<file path="config.mk">
export PLATFORM = sky130hd
export DESIGN_NAME = sdf_csg_combine_fold_unit
export DESIGN_NICKNAME = d
export VERILOG_FILES = /design/src/rtl/sdfcf_pkg.sv /design/src/rtl/sdfcf_mul_unit.sv /design/src/rtl/sdf_csg_combine_fold_unit.sv
export SDC_FILE = /design/constraint.sdc
export NUM_CORES = 2
export LEC_CHECK = 0
export ABC_AREA = 1
export BUFFER_PORTS_ARGS = -buffer_cell sky130_fd_sc_hd__buf_4
export CAP_MARGIN = 15
export CORE_ASPECT_RATIO = 0.6
export CORE_UTILIZATION = 60
export CTS_CLUSTER_SIZE = 28
export DETAILED_ROUTE_END_ITERATION = 10
export PLACE_DENSITY_LB_ADDON = 0.05
export SKIP_LAST_GASP = 1
export SLEW_MARGIN = 20
export SYNTH_ARGS = -nofsm -noshare
export SYNTH_HDL_FRONTEND = slang
export SYNTH_SLANG_ARGS = --single-unit
export TNS_END_PERCENT = 10
</file>
<file path="constraint.sdc">
create_clock -name clk -period 10.3 [get_ports clk]
set_clock_uncertainty 0.15 [all_clocks]
set_input_delay 1.03 -clock clk [delete_from_list [all_inputs] [get_ports clk]]
set_output_delay 1.03 -clock clk [all_outputs]
set_load 0.03 [all_outputs]
</file>
<file path="src/rtl/sdfcf_pkg.sv">
// ----------------------------------------------------------------------------
// sdfcf_pkg
// shared widths, register indexes, operator codes, sequencer types and
// fixed-point constants for the sdf combine fold unit
// ----------------------------------------------------------------------------
`default_nettype none

package sdfcf_pkg;

    localparam int DIST_W     = 32;
    localparam int K_W        = 31;
    localparam int MODE_W     = 4;
    localparam int CFG_IDX_W  = 2;
    localparam int CFG_DATA_W = 31;

    // shared multiplier operand and product widths
    localparam int MUL_W  = 34;
    localparam int PROD_W = 2 * MUL_W;

    // width of an unclipped combine result
    localparam int D_W = 36;

    localparam logic [CFG_IDX_W-1:0] REG_COMBINE_MODE = 2'd0;
    localparam logic [CFG_IDX_W-1:0] REG_BLEND_WIDTH  = 2'd1;
    localparam logic [CFG_IDX_W-1:0] REG_BLEND_RECIP  = 2'd2;

    localparam logic [MODE_W-1:0] MODE_UNION          = 4'd0;
    localparam logic [MODE_W-1:0] MODE_SMOOTH_UNION   = 4'd1;
    localparam logic [MODE_W-1:0] MODE_CHAMFER_UNION  = 4'd2;
    localparam logic [MODE_W-1:0] MODE_INTER          = 4'd3;
    localparam logic [MODE_W-1:0] MODE_SMOOTH_INTER   = 4'd4;
    localparam logic [MODE_W-1:0] MODE_CHAMFER_INTER  = 4'd5;
    localparam logic [MODE_W-1:0] MODE_DIFF           = 4'd6;
    localparam logic [MODE_W-1:0] MODE_SMOOTH_DIFF    = 4'd7;
    localparam logic [MODE_W-1:0] MODE_CHAMFER_DIFF   = 4'd8;

    localparam logic [K_W-1:0] BLEND_RESET = 31'd65536;

    // sqrt(0.5) in Q4.30
    localparam logic signed [MUL_W-1:0] SQRT_HALF_Q30 = 34'sd759250125;
    localparam int                      CHAMFER_SHIFT = 30;

    // floor(y / 3) = (y * DIV3_MULT) >> DIV3_SHIFT for y < 2^31
    localparam logic signed [MUL_W-1:0] DIV3_MULT  = 34'sd1431655766;
    localparam int                      DIV3_SHIFT = 32;

    localparam logic signed [D_W-1:0] ACC_MAX = 36'sd2147483647;
    localparam logic signed [D_W-1:0] ACC_MIN = -36'sd2147483648;

    typedef enum logic [5:0] {
        S_IDLE  = 6'b000001,
        S_PREP  = 6'b000010,
        S_MUL   = 6'b000100,
        S_STEP  = 6'b001000,
        S_WRITE = 6'b010000,
        S_EMIT  = 6'b100000
    } state_t;

    typedef enum logic [9:0] {
        ST_SU_H   = 10'b0000000001,
        ST_SU_H2  = 10'b0000000010,
        ST_SU_H3  = 10'b0000000100,
        ST_SU_X   = 10'b0000001000,
        ST_SU_DIV = 10'b0000010000,
        ST_SI_H   = 10'b0000100000,
        ST_SI_UH  = 10'b0001000000,
        ST_SI_G   = 10'b0010000000,
        ST_SI_KG  = 10'b0100000000,
        ST_CH     = 10'b1000000000
    } step_t;

endpackage

`default_nettype wire

</file>
<file path="src/rtl/sdfcf_mul_unit.sv">
// ----------------------------------------------------------------------------
// sdfcf_mul_unit
// shared signed multiplier with operand registers and a registered product,
// the product register is fed from the operand registers
// ----------------------------------------------------------------------------
`default_nettype none

module sdfcf_mul_unit (
    input  logic                                  clk,
    input  logic                                  load,
    input  logic signed [sdfcf_pkg::MUL_W-1:0]    a_in,
    input  logic signed [sdfcf_pkg::MUL_W-1:0]    b_in,
    output logic signed [sdfcf_pkg::PROD_W-1:0]   product
);

    logic signed [sdfcf_pkg::MUL_W-1:0]  op_a_reg;
    logic signed [sdfcf_pkg::MUL_W-1:0]  op_b_reg;
    logic signed [sdfcf_pkg::PROD_W-1:0] prod_reg;

    always_ff @(posedge clk)
    begin
        if (load)
        begin
            op_a_reg <= a_in;
            op_b_reg <= b_in;
        end
        prod_reg <= op_a_reg * op_b_reg;
    end

    assign product = prod_reg;

endmodule

`default_nettype wire

</file>
<file path="src/rtl/sdf_csg_combine_fold_unit.sv">
// ----------------------------------------------------------------------------
// sdf_csg_combine_fold_unit
// Flow: a run seed only loads the accumulator; a simple min/max step skips the multiplier,
//   a chamfer step uses one product, smooth intersection/difference a chain of products,
//   smooth union too unless the inputs are a blend width or more apart; a last item then emits.
// Throughput: one item at a time, bound by the single shared 34x34 multiplier;
//   in_stall is high from accept until done.
// Reset: async active low, clears the run, accumulator and output valid.
// ----------------------------------------------------------------------------
`default_nettype none

module sdf_csg_combine_fold_unit #(
    parameter int FRAC_BITS = 16
) (
    input  logic                                     clk,
    input  logic                                     rst_n,
    input  logic                                     cfg_write,
    input  logic [sdfcf_pkg::CFG_IDX_W-1:0]          cfg_index,
    input  logic [sdfcf_pkg::CFG_DATA_W-1:0]         cfg_data,
    input  logic                                     in_valid,
    output logic                                     in_stall,
    input  logic signed [sdfcf_pkg::DIST_W-1:0]      child_distance,
    input  logic                                     last_child,
    output logic                                     out_valid,
    input  logic                                     out_stall,
    output logic signed [sdfcf_pkg::DIST_W-1:0]      combined_distance,
    output logic                                     saturated
);

    localparam int H_W     = FRAC_BITS + 1;
    localparam int ONE_INT = 1 << FRAC_BITS;
    localparam logic [H_W-1:0] ONE_H  = H_W'(ONE_INT);
    localparam logic [H_W-1:0] HALF_H = H_W'(ONE_INT / 2);
    localparam logic signed [sdfcf_pkg::PROD_W-1:0] ONE_P  = sdfcf_pkg::PROD_W'(ONE_INT);
    localparam logic signed [sdfcf_pkg::PROD_W-1:0] HALF_P = sdfcf_pkg::PROD_W'(ONE_INT / 2);

    // configuration
    logic [sdfcf_pkg::MODE_W-1:0] combine_mode_reg;
    logic [sdfcf_pkg::K_W-1:0]    blend_width_reg;
    logic [sdfcf_pkg::K_W-1:0]    blend_recip_reg;

    // control
    sdfcf_pkg::state_t state_reg, state_next;
    sdfcf_pkg::step_t  step_reg, step_next;
    logic run_open_reg, run_open_next;
    logic sat_seen_reg, sat_seen_next;
    logic signed [sdfcf_pkg::DIST_W-1:0] acc_reg, acc_next;
    logic out_valid_reg, out_valid_next;
    logic out_load;

    // working registers
    logic signed [sdfcf_pkg::DIST_W-1:0] a_reg, a_next;
    logic                                last_reg, last_next;
    logic signed [sdfcf_pkg::MUL_W-1:0]  u_reg, u_next;
    logic signed [sdfcf_pkg::MUL_W-1:0]  mnmx_reg, mnmx_next;
    logic [H_W-1:0]                      h_reg, h_next;
    logic signed [sdfcf_pkg::D_W-1:0]    res_reg, res_next;

    logic signed [sdfcf_pkg::DIST_W-1:0] combined_reg;
    logic                                saturated_reg;

    // multiplier
    logic                                 mul_load;
    logic signed [sdfcf_pkg::MUL_W-1:0]   mul_a;
    logic signed [sdfcf_pkg::MUL_W-1:0]   mul_b;
    logic signed [sdfcf_pkg::PROD_W-1:0]  prod;
    logic signed [sdfcf_pkg::PROD_W-1:0]  prod_f;
    logic signed [sdfcf_pkg::PROD_W-1:0]  prod_f1;
    logic signed [sdfcf_pkg::PROD_W-1:0]  prod_div;
    logic signed [sdfcf_pkg::PROD_W-1:0]  prod_ch;
    logic signed [sdfcf_pkg::PROD_W-1:0]  si_t;

    // operator decode
    logic op_max, op_su, op_si, op_ch, is_diff, is_union;

    // setup values
    logic signed [sdfcf_pkg::MUL_W-1:0] a_ext, a_eff, b_ext, k_ext, r_ext;
    logic signed [sdfcf_pkg::MUL_W-1:0] u, d_abs, kd, uc, s, mn, mx;
    logic                               d_lt_k;
    logic [H_W-1:0]                     hz;

    // step values
    logic [H_W-1:0]                     h_clip;
    logic [H_W-1:0]                     hs_clip;
    logic signed [sdfcf_pkg::D_W-1:0]   mnmx_d;
    logic signed [sdfcf_pkg::D_W-1:0]   cand;
    logic signed [sdfcf_pkg::D_W-1:0]   term;

    sdfcf_mul_unit u_mul (
        .clk     (clk),
        .load    (mul_load),
        .a_in    (mul_a),
        .b_in    (mul_b),
        .product (prod)
    );

    assign prod_f   = prod >>> FRAC_BITS;
    assign prod_f1  = prod >>> (FRAC_BITS + 1);
    assign prod_div = prod >>> sdfcf_pkg::DIV3_SHIFT;
    assign prod_ch  = prod >>> sdfcf_pkg::CHAMFER_SHIFT;
    assign si_t     = prod_f1 + HALF_P;

    always_comb
    begin
        op_max   = 1'b0;
        op_su    = 1'b0;
        op_si    = 1'b0;
        op_ch    = 1'b0;
        is_diff  = 1'b0;
        is_union = 1'b0;
        case (combine_mode_reg)
            sdfcf_pkg::MODE_SMOOTH_UNION:
            begin
                op_su    = 1'b1;
                is_union = 1'b1;
            end
            sdfcf_pkg::MODE_CHAMFER_UNION:
            begin
                op_ch    = 1'b1;
                is_union = 1'b1;
            end
            sdfcf_pkg::MODE_INTER:         op_max = 1'b1;
            sdfcf_pkg::MODE_SMOOTH_INTER:  op_si  = 1'b1;
            sdfcf_pkg::MODE_CHAMFER_INTER: op_ch  = 1'b1;
            sdfcf_pkg::MODE_DIFF:
            begin
                op_max  = 1'b1;
                is_diff = 1'b1;
            end
            sdfcf_pkg::MODE_SMOOTH_DIFF:
            begin
                op_si   = 1'b1;
                is_diff = 1'b1;
            end
            sdfcf_pkg::MODE_CHAMFER_DIFF:
            begin
                op_ch   = 1'b1;
                is_diff = 1'b1;
            end
            default:
            begin
                is_union = 1'b1;
            end
        endcase
    end

    // setup arithmetic on the new distance and the accumulator
    always_comb
    begin
        a_ext  = sdfcf_pkg::MUL_W'(a_reg);
        a_eff  = is_diff ? -a_ext : a_ext;
        b_ext  = sdfcf_pkg::MUL_W'(acc_reg);
        k_ext  = sdfcf_pkg::MUL_W'(blend_width_reg);
        r_ext  = sdfcf_pkg::MUL_W'(blend_recip_reg);
        u      = a_eff - b_ext;
        d_abs  = u[sdfcf_pkg::MUL_W-1] ? -u : u;
        d_lt_k = d_abs < k_ext;
        kd     = k_ext - d_abs;
        uc     = (u > k_ext) ? k_ext : ((u < -k_ext) ? -k_ext : u);
        s      = a_eff + b_ext + (is_union ? -k_ext : k_ext);
        mn     = (a_eff < b_ext) ? a_eff : b_ext;
        mx     = (a_eff > b_ext) ? a_eff : b_ext;
        hz     = (u > 0) ? ONE_H : ((u < 0) ? '0 : HALF_H);
    end

    // clamps and rescaling of the registered product
    always_comb
    begin
        h_clip  = (prod_f > ONE_P) ? ONE_H : prod_f[H_W-1:0];
        if (si_t < 0)
            hs_clip = '0;
        else if (si_t > ONE_P)
            hs_clip = ONE_H;
        else
            hs_clip = si_t[H_W-1:0];
        mnmx_d = sdfcf_pkg::D_W'(mnmx_reg);
        cand   = $signed(prod_ch[sdfcf_pkg::D_W-1:0]);
        term   = $signed(prod_div[sdfcf_pkg::D_W-1:0]);
    end

    always_comb
    begin
        state_next     = state_reg;
        step_next      = step_reg;
        run_open_next  = run_open_reg;
        sat_seen_next  = sat_seen_reg;
        acc_next       = acc_reg;
        a_next         = a_reg;
        last_next      = last_reg;
        u_next         = u_reg;
        mnmx_next      = mnmx_reg;
        h_next         = h_reg;
        res_next       = res_reg;
        mul_load       = 1'b0;
        mul_a          = '0;
        mul_b          = '0;
        out_load       = 1'b0;

        case (state_reg)
            sdfcf_pkg::S_IDLE:
            begin
                if (in_valid)
                begin
                    if (!run_open_reg)
                    begin
                        acc_next      = child_distance;
                        sat_seen_next = 1'b0;
                        run_open_next = 1'b1;
                        if (last_child)
                            state_next = sdfcf_pkg::S_EMIT;
                    end
                    else
                    begin
                        a_next     = child_distance;
                        last_next  = last_child;
                        state_next = sdfcf_pkg::S_PREP;
                    end
                end
            end

            sdfcf_pkg::S_PREP:
            begin
                u_next = u;
                if (op_su)
                begin
                    mnmx_next = mn;
                    if (d_lt_k)
                    begin
                        mul_load   = 1'b1;
                        mul_a      = kd;
                        mul_b      = r_ext;
                        step_next  = sdfcf_pkg::ST_SU_H;
                        state_next = sdfcf_pkg::S_MUL;
                    end
                    else
                    begin
                        res_next   = sdfcf_pkg::D_W'(mn);
                        state_next = sdfcf_pkg::S_WRITE;
                    end
                end
                else if (op_si)
                begin
                    mul_load = 1'b1;
                    if (blend_width_reg == '0)
                    begin
                        h_next    = hz;
                        mul_a     = u;
                        mul_b     = sdfcf_pkg::MUL_W'(hz);
                        step_next = sdfcf_pkg::ST_SI_UH;
                    end
                    else
                    begin
                        mul_a     = uc;
                        mul_b     = r_ext;
                        step_next = sdfcf_pkg::ST_SI_H;
                    end
                    state_next = sdfcf_pkg::S_MUL;
                end
                else if (op_ch)
                begin
                    mnmx_next  = is_union ? mn : mx;
                    mul_load   = 1'b1;
                    mul_a      = s;
                    mul_b      = sdfcf_pkg::SQRT_HALF_Q30;
                    step_next  = sdfcf_pkg::ST_CH;
                    state_next = sdfcf_pkg::S_MUL;
                end
                else
                begin
                    res_next   = sdfcf_pkg::D_W'(op_max ? mx : mn);
                    state_next = sdfcf_pkg::S_WRITE;
                end
            end

            sdfcf_pkg::S_MUL:
            begin
                state_next = sdfcf_pkg::S_STEP;
            end

            sdfcf_pkg::S_STEP:
            begin
                state_next = sdfcf_pkg::S_MUL;
                case (step_reg)
                    sdfcf_pkg::ST_SU_H:
                    begin
                        h_next    = h_clip;
                        mul_load  = 1'b1;
                        mul_a     = sdfcf_pkg::MUL_W'(h_clip);
                        mul_b     = sdfcf_pkg::MUL_W'(h_clip);
                        step_next = sdfcf_pkg::ST_SU_H2;
                    end
                    sdfcf_pkg::ST_SU_H2:
                    begin
                        mul_load  = 1'b1;
                        mul_a     = sdfcf_pkg::MUL_W'(prod_f[H_W-1:0]);
                        mul_b     = sdfcf_pkg::MUL_W'(h_reg);
                        step_next = sdfcf_pkg::ST_SU_H3;
                    end
                    sdfcf_pkg::ST_SU_H3:
                    begin
                        mul_load  = 1'b1;
                        mul_a     = sdfcf_pkg::MUL_W'(prod_f[H_W-1:0]);
                        mul_b     = k_ext;
                        step_next = sdfcf_pkg::ST_SU_X;
                    end
                    sdfcf_pkg::ST_SU_X:
                    begin
                        // divide by six as halving then divide by three
                        mul_load  = 1'b1;
                        mul_a     = sdfcf_pkg::MUL_W'(prod_f[sdfcf_pkg::K_W-1:1]);
                        mul_b     = sdfcf_pkg::DIV3_MULT;
                        step_next = sdfcf_pkg::ST_SU_DIV;
                    end
                    sdfcf_pkg::ST_SU_DIV:
                    begin
                        res_next   = mnmx_d - term;
                        state_next = sdfcf_pkg::S_WRITE;
                    end
                    sdfcf_pkg::ST_SI_H:
                    begin
                        h_next    = hs_clip;
                        mul_load  = 1'b1;
                        mul_a     = u_reg;
                        mul_b     = sdfcf_pkg::MUL_W'(hs_clip);
                        step_next = sdfcf_pkg::ST_SI_UH;
                    end
                    sdfcf_pkg::ST_SI_UH:
                    begin
                        res_next  = sdfcf_pkg::D_W'(acc_reg)
                                  + $signed(prod_f[sdfcf_pkg::D_W-1:0]);
                        mul_load  = 1'b1;
                        mul_a     = sdfcf_pkg::MUL_W'(h_reg);
                        mul_b     = sdfcf_pkg::MUL_W'(ONE_H - h_reg);
                        step_next = sdfcf_pkg::ST_SI_G;
                    end
                    sdfcf_pkg::ST_SI_G:
                    begin
                        mul_load  = 1'b1;
                        mul_a     = k_ext;
                        mul_b     = sdfcf_pkg::MUL_W'(prod_f[H_W-1:0]);
                        step_next = sdfcf_pkg::ST_SI_KG;
                    end
                    sdfcf_pkg::ST_SI_KG:
                    begin
                        res_next   = res_reg + $signed(prod_f[sdfcf_pkg::D_W-1:0]);
                        state_next = sdfcf_pkg::S_WRITE;
                    end
                    sdfcf_pkg::ST_CH:
                    begin
                        if (is_union)
                            res_next = (cand < mnmx_d) ? cand : mnmx_d;
                        else
                            res_next = (cand > mnmx_d) ? cand : mnmx_d;
                        state_next = sdfcf_pkg::S_WRITE;
                    end
                    default:
                    begin
                        state_next = sdfcf_pkg::S_IDLE;
                    end
                endcase
            end

            sdfcf_pkg::S_WRITE:
            begin
                if (res_reg > sdfcf_pkg::ACC_MAX)
                begin
                    acc_next      = sdfcf_pkg::ACC_MAX[sdfcf_pkg::DIST_W-1:0];
                    sat_seen_next = 1'b1;
                end
                else if (res_reg < sdfcf_pkg::ACC_MIN)
                begin
                    acc_next      = sdfcf_pkg::ACC_MIN[sdfcf_pkg::DIST_W-1:0];
                    sat_seen_next = 1'b1;
                end
                else
                begin
                    acc_next = res_reg[sdfcf_pkg::DIST_W-1:0];
                end
                state_next = last_reg ? sdfcf_pkg::S_EMIT : sdfcf_pkg::S_IDLE;
            end

            sdfcf_pkg::S_EMIT:
            begin
                if (!out_valid_reg || !out_stall)
                begin
                    out_load      = 1'b1;
                    run_open_next = 1'b0;
                    state_next    = sdfcf_pkg::S_IDLE;
                end
            end

            default:
            begin
                state_next = sdfcf_pkg::S_IDLE;
            end
        endcase
    end

    always_comb
    begin
        if (out_load)
            out_valid_next = 1'b1;
        else if (!out_stall)
            out_valid_next = 1'b0;
        else
            out_valid_next = out_valid_reg;
    end

    always_ff @(posedge clk or negedge rst_n)
    begin
        if (!rst_n)
        begin
            combine_mode_reg <= sdfcf_pkg::MODE_UNION;
            blend_width_reg  <= sdfcf_pkg::BLEND_RESET;
            blend_recip_reg  <= sdfcf_pkg::BLEND_RESET;
        end
        else if (cfg_write)
        begin
            case (cfg_index)
                sdfcf_pkg::REG_COMBINE_MODE: combine_mode_reg <= cfg_data[sdfcf_pkg::MODE_W-1:0];
                sdfcf_pkg::REG_BLEND_WIDTH:  blend_width_reg  <= cfg_data[sdfcf_pkg::K_W-1:0];
                sdfcf_pkg::REG_BLEND_RECIP:  blend_recip_reg  <= cfg_data[sdfcf_pkg::K_W-1:0];
                default:
                begin
                end
            endcase
        end
    end

    always_ff @(posedge clk or negedge rst_n)
    begin
        if (!rst_n)
        begin
            state_reg     <= sdfcf_pkg::S_IDLE;
            step_reg      <= sdfcf_pkg::ST_CH;
            run_open_reg  <= 1'b0;
            sat_seen_reg  <= 1'b0;
            acc_reg       <= '0;
            out_valid_reg <= 1'b0;
        end
        else
        begin
            state_reg     <= state_next;
            step_reg      <= step_next;
            run_open_reg  <= run_open_next;
            sat_seen_reg  <= sat_seen_next;
            acc_reg       <= acc_next;
            out_valid_reg <= out_valid_next;
        end
    end

    always_ff @(posedge clk)
    begin
        a_reg    <= a_next;
        last_reg <= last_next;
        u_reg    <= u_next;
        mnmx_reg <= mnmx_next;
        h_reg    <= h_next;
        res_reg  <= res_next;
        if (out_load)
        begin
            combined_reg  <= acc_reg;
            saturated_reg <= sat_seen_reg;
        end
    end

    assign in_stall          = (state_reg != sdfcf_pkg::S_IDLE);
    assign out_valid         = out_valid_reg;
    assign combined_distance = combined_reg;
    assign saturated         = saturated_reg;

    // a new result only appears as the run closes
    a_emit_closes_run: assert property (@(posedge clk) disable iff (!rst_n)
        $rose(out_valid_reg) |-> !run_open_reg)
        else $error("result issued while run still open");

    // the seed never goes through the combine path
    a_prep_needs_run: assert property (@(posedge clk) disable iff (!rst_n)
        state_reg == sdfcf_pkg::S_PREP |-> run_open_reg)
        else $error("combine started without a seeded run");

    // a clipped step is remembered
    a_clip_flags: assert property (@(posedge clk) disable iff (!rst_n)
        (state_reg == sdfcf_pkg::S_WRITE
            && (res_reg > sdfcf_pkg::ACC_MAX || res_reg < sdfcf_pkg::ACC_MIN))
        |=> sat_seen_reg)
        else $error("clipped step not flagged");

    // blend weight stays within [0, one]
    a_h_in_range: assert property (@(posedge clk) disable iff (!rst_n)
        (state_reg == sdfcf_pkg::S_STEP
            && (step_reg == sdfcf_pkg::ST_SU_H2 || step_reg == sdfcf_pkg::ST_SI_UH))
        |-> h_reg <= ONE_H)
        else $error("blend weight out of range");

endmodule

`default_nettype wire

</file>
==> results <==
- The sequential-to-total area share from yosys stat is 0.144.
- Detailed routing inserted a total of 79900 vias.
- The post-cts gate resize count is 0.
- The count of endpoints failing hold in the final timing report is 0.
- For this run, the total global-route usage over all layers was measured as 0.529.
- The maximum number of pins on one net before global-route repair is 71.
- Synthesis produced a netlist whose cell count is 10600.
- The detailed-route vias per instance is about 6.5.
- The share of async-settable or async-resettable flops after synthesis is 0.277.
- Clock-pin slew was measured on the worst setup and hold paths at 0.07 ns.
- In the final routed layout, each cell accounts on average for 29.2 um.
- The nature of the critical path endpoint is a register.
- The most used flip-flop cell after synthesis is sky130_fd_sc_hd__edfxtp_1.
- The count of non-filler cells in the finished layout is 12400.
- Synthesis inferred 422 register bits.
- The number of clock sinks seen by CTS is 422.
- The overflow left after global routing is 0.
- The die is 475 um wide.
- The count of nets left with antenna violations after detail routing is 0.
- Max-cap violations in this run came to 0.
- The checks that failed: design-rule violations.
- For the pin with the worst max-slew slack, the measured transition is 1.37 ns.
- Data on the critical path arrives at its endpoint at 10.29 ns.
- Headroom to the max-slew limit came out at 0.0781.
- Of the post-synthesis cell area, the dominant cell type holds 0.317.
- The count of cell instances traversed by the critical path is 41.
- Setup repair after global routing left no endpoint under its margin.
- The storage element area is 11600 um2.
- The flow ran to the end, but the final reports show violations.
- The number of iterations in the first detailed-routing pass is 11.
- Together, buffers and inverters on the worst path number 10.
- The die outline area is ~140000 um2.
- Of the available clock period, the critical path in the final layout requires 0.986.
- The worst register-to-register path ends at res_reg[32].
- The total of hold buffers inserted after clock tree synthesis is 0.
- In this design, the stage delay of the slowest critical-path cell is 0.62 ns.
- The register with the most flip-flops in the layout has 52 of them.
- The area growth from synthesis to final layout is 6.33%.
- For this design the top-level I/O count stands at between 100 and 150.
- The min-delay analysis places its worst path in the category input pin to async pin.
- After filler insertion, the fill cell instance count of the layout stands at between 10000 and 15000.
- The number of global-route vias before repair came to ~77000.
- The cell row count is 103.
- The floorplan core area is 132000 um2.
- In the final layout, the multi-input gates occupy 58900 um2.
- The number of nets produced by synthesis is 12400.
- The number of synthesized flops with an enable pin is about 250.
- For the worst setup path, the data required time is 10.44 ns.
- The die height is 286 um.
- Adding up every negative setup slack in the final design gives 0 ns.
- The initial antenna violation count is 28.
- The number of I/O port buffers is between 100 and 150.
- The cell area that synthesis handed to floorplanning was just over 80000 um2.
- In this run the worst path has a maximum fanout of 36.
- The first global-routing pass estimated 514000 um of wire.
- The cell with the most instances on the worst path is sky130_fd_sc_hd__nand2_1.
- The final worst-path setup slack is ~0.15 ns.
- The worst register-to-register path begins at combine_mode_reg[1].
- The number of nets in the final layout is 12300.
- The worst setup path is of the register to register kind.
- The synthesized netlist contains 64 unique library cells.
- Summed over all nets, the half-perimeter wirelength after detailed placement is between 200000 and 300000 um.
- The worst setup slack for register-to-register paths is ~0.15 ns.
- The clock network latency to the later pin of the worst-skew pair is between 0.6 and 0.7 ns.
- The launching instance or port of the critical path is combine_mode_reg[1].
- STA classifies the critical path startpoint as a register.
- The number of warnings issued by yosys is 0.
- The H-tree generated during clock tree synthesis spans 2 levels.
- In this run the post-CTS setup repair buffer count came out at 0.
- The mean instance size in the synthesized netlist is 7.61 um2.
- At the end of the flow the core is filled with cells to 0.647.
- Setup violations remaining at the end of the flow were counted as 0.
- The root buffer cell is sky130_fd_sc_hd__clkbuf_16.
- For the worst flop-to-flop path, the logic depth is 41.
- The number of design-rule violations left by the first detailed-router iteration is 14700.
- Grouping stages by cell kind, the critical path spends the most delay in simple AND/OR/NAND/NOR gates.
- The cell with the biggest individual delay on the critical path is sky130_fd_sc_hd__o21ai_0.
- The number of buffers created by CTS is 44.
- The max-slew violation total from the final report is 0.
- The congestion estimate from routability-driven global placement came to 1.15.
- Counting I/O delays and the setup requirement, the final critical path takes 10.15 ns.
- The effective utilization at floorplan is 0.608.
- Yosys attributes the largest share of cell area to sky130_fd_sc_hd__fa_1, sky130_fd_sc_hd__nand2_1, sky130_fd_sc_hd__inv_1.
- The dominant cell type by area after synthesis is sky130_fd_sc_hd__fa_1.
- For this run, the top clock speed supported by timing is 98.5 MHz.
- The maximum clock path buffer count is 3.
- The most critical setup path has its endpoint at res_reg[32].
- The remaining design rule violation count is 5.
- The total wire length after detailed routing is 361000 um.
- TritonCTS built the clock tree.
- The cell total after placement is 12200.
- The worst-case setup slack after placement is just under 1 ns.
- The share of layout cells above drive strength 1 is 0.0596.
==> worst register-to-register path: cells and delay by family, from the launching register on <==
| kind | cells | cell delay [ns] |
|---|---|---|
| AND/OR/NAND/NOR | 24 | 3.87 |
| buffers and inverters | 10 | 2.51 |
| AO/OA/AOI/OAI | 4 | 1.71 |
| adder cells (fa/ha/maj) | 2 | 0.74 |
| flip-flops | 1 | 0.42 |
| XOR/XNOR | 1 | 0.28 |
==> layer usage <==
layer / vias to the layer above / GRT usage / routed length (um)
li1: 32600 / - / -
met1: 38300 / 0.734 / 137000
met2: 7552 / 0.627 / 126000
met3: 1392 / 0.362 / 80500
met4: 50 / 0.178 / 15800
met5: - / 0.0722 / 1710
==> worst min path at each step <==
| stage | end | slack, ns | cells past startpoint |
|---|---|---|---|
| 2_1_floorplan | saturated | 0.28 | 0 |
| 3_3_place_gp | saturated | 0.29 | 0 |
| 3_5_place_dp | saturated | 0.31 | 0 |
| 4_1_cts | blend_width_reg[30] | 0.30 | 1 |
| 5_1_grt | saturated | 0.33 | 0 |
| 6_report | blend_width_reg[21] | 0.27 | 1 |
==> cells in the final DEF, fill, tap and decap left out, drive strengths merged, types with 53 or more instances in the layout <==
| cell type | count |
|---|---|
| nand2 | 2552 |
| inv | 2277 |
| fa | 1276 |
| o21ai | 619 |
| nor2 | 585 |
| a21oi | 540 |
| ha | 491 |
| buf | 347 |
| nand3 | 313 |
| edfxtp | 253 |
| xor2 | 198 |
| o211ai | 132 |
| nor3 | 124 |
| dfrtp | 113 |
| nand4 | 100 |
| a31oi | 78 |
| xnor2 | 73 |
| o22ai | 57 |
| clkbuf | 53 |
==> Yosys cell counts, drive strengths merged, types with 113 or more instances <==
| library cell | number |
|---|---|
| xor2 | 198 |
| nand3 | 313 |
| edfxtp | 253 |
| inv | 2269 |
| clkbuf | 435 |
| ha | 491 |
| a21oi | 540 |
| o21ai | 619 |
| dfrtp | 113 |
| o211ai | 132 |
| fa | 1276 |
| nand2 | 2552 |
| nor2 | 585 |
| nor3 | 124 |
==> layout make-up <==
type / instances / share of cell area
Antenna cell: 51 / 0.00149
Clock buffer: 53 / 0.0141
Clock inverter: 27 / 0.00305
Inverter: 2284 / 0.100
Multi-Input combinational cell: 7412 / 0.688
Sequential cell: 422 / 0.135
Tap cell: 1785 / 0.0261
Timing Repair Buffer: 347 / 0.0322
==> cells by family (layout without fill, tap and decap cells) <==
family          count (synthesis)  after routing  share of synthesized area
simple gates                 3779           3779                      0.192
buf+inv                      2745           2711                      0.128
fa+ha+maj                    1767           1767                      0.394
compound gates               1594           1594                      0.112
flops                         422            422                      0.144
xor+xnor                      271            271                     0.0298
mux                             1              1                   0.000124
other cells                     0             51                          0
==> metrics by stage <==
step | area, um2 | hold WS [ns]
2_1_floorplan | 80500 | 0.275
6_report | 85600 | 0.273
4_1_cts | 85300 | 0.303
3_3_place_gp | 83800 | 0.286
5_1_grt | 85600 | 0.330
3_5_place_dp | 83900 | 0.313
Power is left out: the tool's default activity adds up to more than one toggle a clock period on the data nets, which glitch-free logic cannot reach.
